### src/hw/rtl/haq_pkg.sv
// ============================================================================
// haq_pkg
// shared widths, register indexes, reset values and types for the
// hysteresis alarm qualifier
// ============================================================================
package haq_pkg;

    localparam int TEMP_BITS      = 16;
    localparam int STAT_BITS      = 32;
    localparam int CNT_BITS       = 8;
    localparam int OUT_STAT_BITS  = 32;
    localparam int CFG_ADDR_BITS  = 2;
    localparam int CFG_DATA_BITS  = (TEMP_BITS > CNT_BITS) ? TEMP_BITS : CNT_BITS;
    localparam int IN_TDATA_BITS  = ((TEMP_BITS + 7) / 8) * 8;
    localparam int OUT_FIELD_BITS = 3 + 2 * OUT_STAT_BITS;
    localparam int OUT_TDATA_BITS = ((OUT_FIELD_BITS + 7) / 8) * 8;

    // register indexes on the configuration port
    localparam logic [CFG_ADDR_BITS-1:0] REG_RISE_THRESHOLD     = 2'd0;
    localparam logic [CFG_ADDR_BITS-1:0] REG_FALL_THRESHOLD     = 2'd1;
    localparam logic [CFG_ADDR_BITS-1:0] REG_CONFIRM_COUNT      = 2'd2;
    localparam logic [CFG_ADDR_BITS-1:0] REG_OUTPUT_ACTIVE_HIGH = 2'd3;

    // reset values
    localparam logic signed [TEMP_BITS-1:0] RISE_RESET = TEMP_BITS'(5000);
    localparam logic signed [TEMP_BITS-1:0] FALL_RESET = TEMP_BITS'(4500);
    localparam logic [CNT_BITS-1:0]         CONFIRM_RESET = CNT_BITS'(3);

    typedef struct packed {
        logic signed [TEMP_BITS-1:0] rise_threshold;
        logic signed [TEMP_BITS-1:0] fall_threshold;
        logic [CNT_BITS-1:0]         confirm_count;
        logic                        output_active_high;
    } cfg_t;

    typedef struct packed {
        logic                     alarm_out;
        logic                     pin_level;
        logic                     state_changed;
        logic [OUT_STAT_BITS-1:0] sample_total;
        logic [OUT_STAT_BITS-1:0] transition_count;
    } result_t;

    // statistics counter to the fixed 32-bit output field
    function automatic logic [OUT_STAT_BITS-1:0] stat_out(input logic [STAT_BITS-1:0] v);
        logic [63:0] w;
        w = 64'(v);
        return w[OUT_STAT_BITS-1:0];
    endfunction

endpackage

### src/hw/rtl/haq_core.sv
// ============================================================================
// haq_core
// debounce counters, alarm state and statistics; one sample per advance
// ============================================================================
module haq_core (
    input  logic                                   clk,
    input  logic                                   rst_n,
    input  logic                                   advance,
    input  logic signed [haq_pkg::TEMP_BITS-1:0]   temperature,
    input  haq_pkg::cfg_t                          cfg,
    output haq_pkg::result_t                       result
);

    logic                              alarm_reg, alarm_next;
    logic [haq_pkg::CNT_BITS-1:0]      above_reg, above_next;
    logic [haq_pkg::CNT_BITS-1:0]      below_reg, below_next;
    logic [haq_pkg::STAT_BITS-1:0]     samples_reg, samples_next;
    logic [haq_pkg::STAT_BITS-1:0]     trans_reg, trans_next;
    logic [haq_pkg::CNT_BITS-1:0]      need;
    logic [haq_pkg::CNT_BITS-1:0]      above_cnt, below_cnt;
    logic                              changed;

    always_comb
    begin
        // a zero confirm count acts as one
        need = (cfg.confirm_count == '0) ? haq_pkg::CNT_BITS'(1) : cfg.confirm_count;

        // rise test wins when thresholds are crossed
        if (temperature >= cfg.rise_threshold)
        begin
            below_cnt = '0;
            above_cnt = (above_reg < need) ? above_reg + 1'b1 : above_reg;
        end
        else if (temperature <= cfg.fall_threshold)
        begin
            above_cnt = '0;
            below_cnt = (below_reg < need) ? below_reg + 1'b1 : below_reg;
        end
        else
        begin
            above_cnt = '0;
            below_cnt = '0;
        end

        changed = (!alarm_reg && (above_cnt >= need)) || (alarm_reg && (below_cnt >= need));

        samples_next = samples_reg + 1'b1;
        alarm_next   = alarm_reg ^ changed;
        trans_next   = changed ? trans_reg + 1'b1 : trans_reg;
        above_next   = changed ? '0 : above_cnt;
        below_next   = changed ? '0 : below_cnt;

        result.alarm_out        = alarm_next;
        result.pin_level        = ~(alarm_next ^ cfg.output_active_high);
        result.state_changed    = changed;
        result.sample_total     = haq_pkg::stat_out(samples_next);
        result.transition_count = haq_pkg::stat_out(trans_next);
    end

    always_ff @(posedge clk or negedge rst_n)
    begin
        if (!rst_n)
        begin
            alarm_reg   <= 1'b0;
            above_reg   <= '0;
            below_reg   <= '0;
            samples_reg <= '0;
            trans_reg   <= '0;
        end
        else if (advance)
        begin
            alarm_reg   <= alarm_next;
            above_reg   <= above_next;
            below_reg   <= below_next;
            samples_reg <= samples_next;
            trans_reg   <= trans_next;
        end
    end

    // at most one debounce counter runs at a time
    a_one_counter: assert property (@(posedge clk) disable iff (!rst_n)
        !((above_reg != '0) && (below_reg != '0)))
        else $error("above and below counters both nonzero");

    // a transition leaves both counters cleared
    a_clear_on_change: assert property (@(posedge clk) disable iff (!rst_n)
        advance && changed |=> (above_reg == '0) && (below_reg == '0))
        else $error("counters not cleared after transition");

    // a transition flips the alarm and bumps the transition count
    a_flip_on_change: assert property (@(posedge clk) disable iff (!rst_n)
        advance && changed |=> (alarm_reg != $past(alarm_reg))
            && (trans_reg == $past(trans_reg) + 1'b1))
        else $error("transition did not flip alarm or count");

    // without a transition the alarm and transition count hold
    a_hold_no_change: assert property (@(posedge clk) disable iff (!rst_n)
        !(advance && changed) |=> $stable(alarm_reg) && $stable(trans_reg))
        else $error("alarm state moved without a transition");

endmodule

### src/hw/rtl/hysteresis_alarm_qualifier.sv
// ============================================================================
// hysteresis_alarm_qualifier
// debounced hysteresis temperature alarm, one result word per sample word
// ============================================================================
// usage
//   - slave stream carries one signed temperature sample per word
//     (hundredths of a degree), master stream returns one result word each
//   - config port: write cfg_wdata to register cfg_addr when cfg_we is high;
//     0 rise threshold, 1 fall threshold, 2 confirm count, 3 pin polarity;
//     write only while no word is in flight
//   - each accepted sample goes from the input register to the result register,
//     which holds its result word; throughput one word per cycle while m_tready
//     stays high, set by the single state update between the two
//   - the receiver may stall freely: the result register holds its word and
//     s_tready drops only when both registers are full and m_tready is low
//   - reset clears the alarm, debounce counters, statistics and both pipeline
//     registers; configuration returns to 5000 / 4500 / 3 / active high
// ============================================================================
module hysteresis_alarm_qualifier (
    input  logic                                    clk,
    input  logic                                    rst_n,
    // slave stream
    input  logic                                    s_tvalid,
    output logic                                    s_tready,
    input  logic [haq_pkg::IN_TDATA_BITS-1:0]       s_tdata,   // [15:0] temperature
    // master stream
    output logic                                    m_tvalid,
    input  logic                                    m_tready,
    // [0] alarm state, [1] pin_level, [2] state_changed,
    // [34:3] sample count, [66:35] transition_count, rest zero
    output logic [haq_pkg::OUT_TDATA_BITS-1:0]      m_tdata,
    // config write port
    input  logic                                    cfg_we,
    input  logic [haq_pkg::CFG_ADDR_BITS-1:0]       cfg_addr,
    input  logic [haq_pkg::CFG_DATA_BITS-1:0]       cfg_wdata
);

    haq_pkg::cfg_t                         cfg_reg;
    logic                                  in_valid_reg;
    logic signed [haq_pkg::TEMP_BITS-1:0]  temp_reg;
    logic                                  out_valid_reg;
    haq_pkg::result_t                      out_reg;
    haq_pkg::result_t                      result;
    logic                                  advance;

    // input word moves into the result register when that slot frees up
    assign advance  = in_valid_reg && (!out_valid_reg || m_tready);
    assign s_tready = !in_valid_reg || advance;

    // configuration registers
    always_ff @(posedge clk or negedge rst_n)
    begin
        if (!rst_n)
        begin
            cfg_reg.rise_threshold     <= haq_pkg::RISE_RESET;
            cfg_reg.fall_threshold     <= haq_pkg::FALL_RESET;
            cfg_reg.confirm_count      <= haq_pkg::CONFIRM_RESET;
            cfg_reg.output_active_high <= 1'b1;
        end
        else if (cfg_we)
        begin
            case (cfg_addr)
                haq_pkg::REG_RISE_THRESHOLD:
                    cfg_reg.rise_threshold <= cfg_wdata[haq_pkg::TEMP_BITS-1:0];
                haq_pkg::REG_FALL_THRESHOLD:
                    cfg_reg.fall_threshold <= cfg_wdata[haq_pkg::TEMP_BITS-1:0];
                haq_pkg::REG_CONFIRM_COUNT:
                    cfg_reg.confirm_count <= cfg_wdata[haq_pkg::CNT_BITS-1:0];
                haq_pkg::REG_OUTPUT_ACTIVE_HIGH:
                    cfg_reg.output_active_high <= cfg_wdata[0];
                default:
                    ;
            endcase
        end
    end

    // input register: control
    always_ff @(posedge clk or negedge rst_n)
    begin
        if (!rst_n)
            in_valid_reg <= 1'b0;
        else if (s_tready)
            in_valid_reg <= s_tvalid;
    end

    // input register: payload
    always_ff @(posedge clk)
    begin
        if (s_tvalid && s_tready)
            temp_reg <= s_tdata[haq_pkg::TEMP_BITS-1:0];
    end

    // alarm state and statistics
    haq_core u_core (
        .clk         (clk),
        .rst_n       (rst_n),
        .advance     (advance),
        .temperature (temp_reg),
        .cfg         (cfg_reg),
        .result      (result)
    );

    // result register: control
    always_ff @(posedge clk or negedge rst_n)
    begin
        if (!rst_n)
            out_valid_reg <= 1'b0;
        else if (advance)
            out_valid_reg <= 1'b1;
        else if (m_tready)
            out_valid_reg <= 1'b0;
    end

    // result register: payload
    always_ff @(posedge clk)
    begin
        if (advance)
            out_reg <= result;
    end

    assign m_tvalid = out_valid_reg;
    assign m_tdata  = haq_pkg::OUT_TDATA_BITS'({out_reg.transition_count,
                                                out_reg.sample_total,
                                                out_reg.state_changed,
                                                out_reg.pin_level,
                                                out_reg.alarm_out});

endmodule

### config.mk
export PLATFORM = sky130hd
export DESIGN_NAME = hysteresis_alarm_qualifier
export DESIGN_NICKNAME = d
export VERILOG_FILES = /design/src/hw/rtl/haq_pkg.sv /design/src/hw/rtl/haq_core.sv /design/src/hw/rtl/hysteresis_alarm_qualifier.sv
export SDC_FILE = /design/constraint.sdc
export NUM_CORES = 1
export LEC_CHECK = 0
export ABC_CLOCK_PERIOD_IN_PS = 6250
export BUFFER_PORTS_ARGS = -buffer_cell sky130_fd_sc_hd__buf_2
export CAP_MARGIN = 20
export CORE_UTILIZATION = 45
export DETAILED_ROUTE_END_ITERATION = 12
export GPL_TIMING_DRIVEN = 0
export REMOVE_ABC_BUFFERS = 1
export SYNTH_ARGS = -nofsm -noshare
export SYNTH_HDL_FRONTEND = slang
export SYNTH_HIERARCHICAL = 1
export SYNTH_SLANG_ARGS = --single-unit
### constraint.sdc
create_clock -name clk -period 6.25 [get_ports clk]
set_input_delay 0.625 -clock clk [delete_from_list [all_inputs] [get_ports clk]]
set_output_delay 0.625 -clock clk [all_outputs]
set_load 0.03 [all_outputs]
==> flow_metrics.py <==
metrics = {
    "route": {
        "met1Wirelength_microns": 9970,
        "drc": 0,
        "drt_iter0_drc": 341,
        "wl_met3_microns": 858,
        "wl_per_cell_microns": 15.0,
        "routed-via-count": 7008,
        "highest_layer": "met4",
        "wl_microns": 20500,
        "first_pass_iters": 5,
        "ant_nets": 0,
        "viasPerCell": 5.14,
        "wl_met2_microns": 9210,
    },
    "synthesis": {
        "synthFlopType": "dfrtp_1",
        "synth_edf_count": 83,
        "synth_area_per_cell_sq_um": 11.7,
        "synth_simple_gate_area_share_pct": 14.5,
        "synth_seq_cells": 207,
        "synth.mux.area_fraction_pct": 4.88,
        "synth_area_leader_cell": "dfrtp_1",
        "synthTopCellsByArea": "dfrtp_1 26%, edfxtp_1 23%, xnor2_1 8.7%",
        "synthAdderAreaFrac_pct": 7.65,
        "synth_cells": 923,
        "yosys.area.top_type_share_pct": 25.7,
        "synth_xor_area_share_pct": 11.1,
        "yosys_warnings": 6,
        "post_synth_instance_area_sq_um": 10800,
        "synth_compound_area_share_pct": 5.97,
        "synth_top_family_by_area": "simple AND/OR/NAND/NOR gates",
        "yosysSeqAreaShare_pct": 52.0,
        "ys_types": 67,
        "ys_async_sr_fraction_pct": 59.9,
    },
    "worst_setup_path": {
        "crit_path_end_kind": "flop",
        "path_cells": "inv_1, ha_1, nand4_1, a2111o_1, nand4_1, mux2i_4, o211ai_1, nand2b_1, ha_1, nand2b_1, a21o_1, a211oi_1, o21a_1, or2_2, inv_2, nor3_2, a32o_1",
        "r2r-start": "cfg_reg[32]$_DFFE_PN1P_",
        "rr_endpoint": "u_core/above_reg[1]$_DFFE_PN0P_",
        "r2r_setup_slack_ns": 0.64,
        "r2r_cells": 17,
        "cpPeakStageDelay_ns": 0.57,
        "worstSetupPathType": "reg2reg",
        "critPathMaxFanout": 36,
        "slowest_stage": "mux2i_4",
        "worstSetupStartpointType": "flop",
        "cp.arrival_ns": 6.04,
        "crit_required_ns": 6.69,
    },
    "clocking": {
        "root_buffer": "clkbuf_16",
        "cts-hold-fix-buffers": 0,
        "clk_path_buf_depth": 3,
        "cts_buffers": 24,
        "cts_tree": "yes",
        "clkLatencyLatePin_ns": 0.52,
        "cts.clk_slew.worst_paths_ns": 0.05,
        "cts_htree_levels": 1,
        "numClockSinks": 207,
    },
    "cells_and_area": {
        "fin_nets": 1131,
        "largest_reg_flops": 67,
        "syn2layout_area_growth_pct": 15.1,
        "drive_above_1_share_pct": 21.3,
    },
    "timing": {
        "max_slew.worst_pin.slew_ns": 0.970,
        "maxSlewViolCount": 0,
        "relSlewSlack_pct": 35.2,
        "post-route-min-period_ns": 5.61,
        "rsz0062_at_grt": "false",
        "worst_slack_ns": 0.642,
        "hold_viol": 0,
        "setup_viol": 0,
        "max_freq_mhz": 178,
        "period_share_pct": 89.7,
        "finalSetupTns_ns": 0,
        "clock_skew_ns": 0.0244,
    },
    "floorplanning": {
        "fp-row-count": 56,
        "pin_count": 113,
        "die_h_microns": 157,
        "die_x_microns": 157,
        "dieArea_sq_um": 24600,
        "initial_utilization_pct": 46.0,
        "core_area_sq_um": 23500,
    },
    "power": {
        "power_leakage_uw": 0.00552,
        "powerDensity_nw_per_um2": 318,
        "power_uw": 3950,
        "peakVddDrop_mv": 0.211,
    },
    "placement": {
        "hpwl_microns": 14100,
        "dp_slack_ns": 0.0225,
        "place_congestion": 0.796,
        "io_buffer_count": 107,
    },
    "flow_run": {
        "max-cap-violations": 0,
    },
    "grt": {
        "grt_pass1_wl_microns": 33700,
        "antenna_found_initial": 1,
        "grt_use_total_pct": 17.2,
        "overflow": 0,
        "grt_pass1_vias": 6645,
        "grt_max_degree": 84,
    },
    "status": {
        "status": "completed",
    },
    "hold_path": {
        "hp-class": "in2async",
    },
}
==> per-layer routing <==
metal / GRT usage, % / up-vias
met5: 0 / -
met4: 4.11 / 0
met3: 2.58 / 27
met2: 27.1 / 135
met1: 24.8 / 3353
li1: - / 3493
==> cell type report <==
type | instances | area (sq um)
inverters | 53 | 199
diodes | 1 | 2.50
well taps | 319 | 399
multi-input cells | 629 | 4800
flip-flops and latches | 207 | 5610
clock buffers | 37 | 679
clock inverters | 7 | 121
fillers | 2068 | 11000
repair buffers | 111 | 612
==> critical path: cells and delay by family, from the launching register on <==
family / cells / cell delay (ns)
multiplexers: 1 / 0.57
flip-flops: 1 / 0.53
buffers and inverters: 2 / 0.40
AND/OR/NAND/NOR: 6 / 1.62
AO/OA/AOI/OAI: 6 / 1.85
adder cells (fa/ha/maj): 2 / 0.56
==> placed cells by master, fill, tap and decap left out, drive strengths merged, types with 5 or more instances in the layout <==
cell and instances:
nor4 12, and2 14, edfxtp 83, mux2 45, nor3 12, a32o 6, o31ai 10, clkbuf 39
conb 5, a21o 13, nand2 72, inv 53, and3 25, nand4 27, and4 10, nor2 39
o21ai 8, dfstp 13, xor2 30, nor2b 8, a21oi 14, buf 109, xnor2 107, nand2b 9
ha 66, nand3 45, dfrtp 111
==> synthesized netlist by cell type (all sizes together) (9+ instances only) <==
cell type / count
inv: 53
and2: 14
edfxtp: 83
ha: 66
a21oi: 14
clkbuf: 14
nor3: 12
and4: 10
and3: 25
nand3: 45
buf: 24
o31ai: 10
nand2: 72
nand2b: 9
nor4: 12
dfstp: 13
xnor2: 107
mux2: 45
nor2: 39
xor2: 30
a21o: 13
nand4: 27
dfrtp: 111
==> where the power goes <==
group | leakage (uW) | total, uW | internal, uW | switching [uW]
clock | 0.000382 | 1410 | 871 | 539
combinational | 0.00272 | 828 | 310 | 517
sequential | 0.00242 | 1720 | 1610 | 111
total | 0.00552 | 3950 | 2790 | 1170
==> what timing repair did <==
item                                    CTS  global route
gates resized for setup                   1             1
endpoints found under the setup margin    5             8
endpoints found under the hold margin     0             0
buffers inserted                          0             0
==> cells by family after synthesis <==
kind of cell,after synthesis
xor gates and xnor gates,137
and+or+nand+nor,288
AOI/OAI and AO/OA,86
adders and majority gates,66
buffers and inverters,91
muxes,47
DFF,207
other,1
==> metrics by stage <==
| stage | instances | hold slack [ns] | util, % | cell area (sq um) |
|---|---|---|---|---|
| 5_1_grt | 1363 | 0.0526 | 52.9 | 12400 |
| 3_3_place_gp | 1315 | 0.461 | 49.1 | 11500 |
| 3_5_place_dp | 1317 | 0.480 | 49.4 | 11600 |
| 6_report | 1364 | 0.0436 | 52.9 | 12400 |
| 2_1_floorplan | 889 | 0.329 | - | 10600 |
| 4_1_cts | 1361 | 0.0347 | 52.9 | 12400 |
==> worst max-delay path by stage <==
stage | end | startpoint | cells past startpoint
4_1_cts | u_core/above_reg[1]$_DFFE_PN0P_ | cfg_reg[32]$_DFFE_PN1P_ | 17
3_3_place_gp | u_core/samples_reg[22]$_DFFE_PN0P_ | m_tready | 7
3_5_place_dp | u_core/above_reg[1]$_DFFE_PN0P_ | cfg_reg[32]$_DFFE_PN1P_ | 17
5_1_grt | u_core/above_reg[1]$_DFFE_PN0P_ | cfg_reg[32]$_DFFE_PN1P_ | 17
2_1_floorplan | u_core/samples_reg[22]$_DFFE_PN0P_ | m_tready | 6
6_report | u_core/above_reg[1]$_DFFE_PN0P_ | cfg_reg[32]$_DFFE_PN1P_ | 17
(Power assumes the default switching activity.)
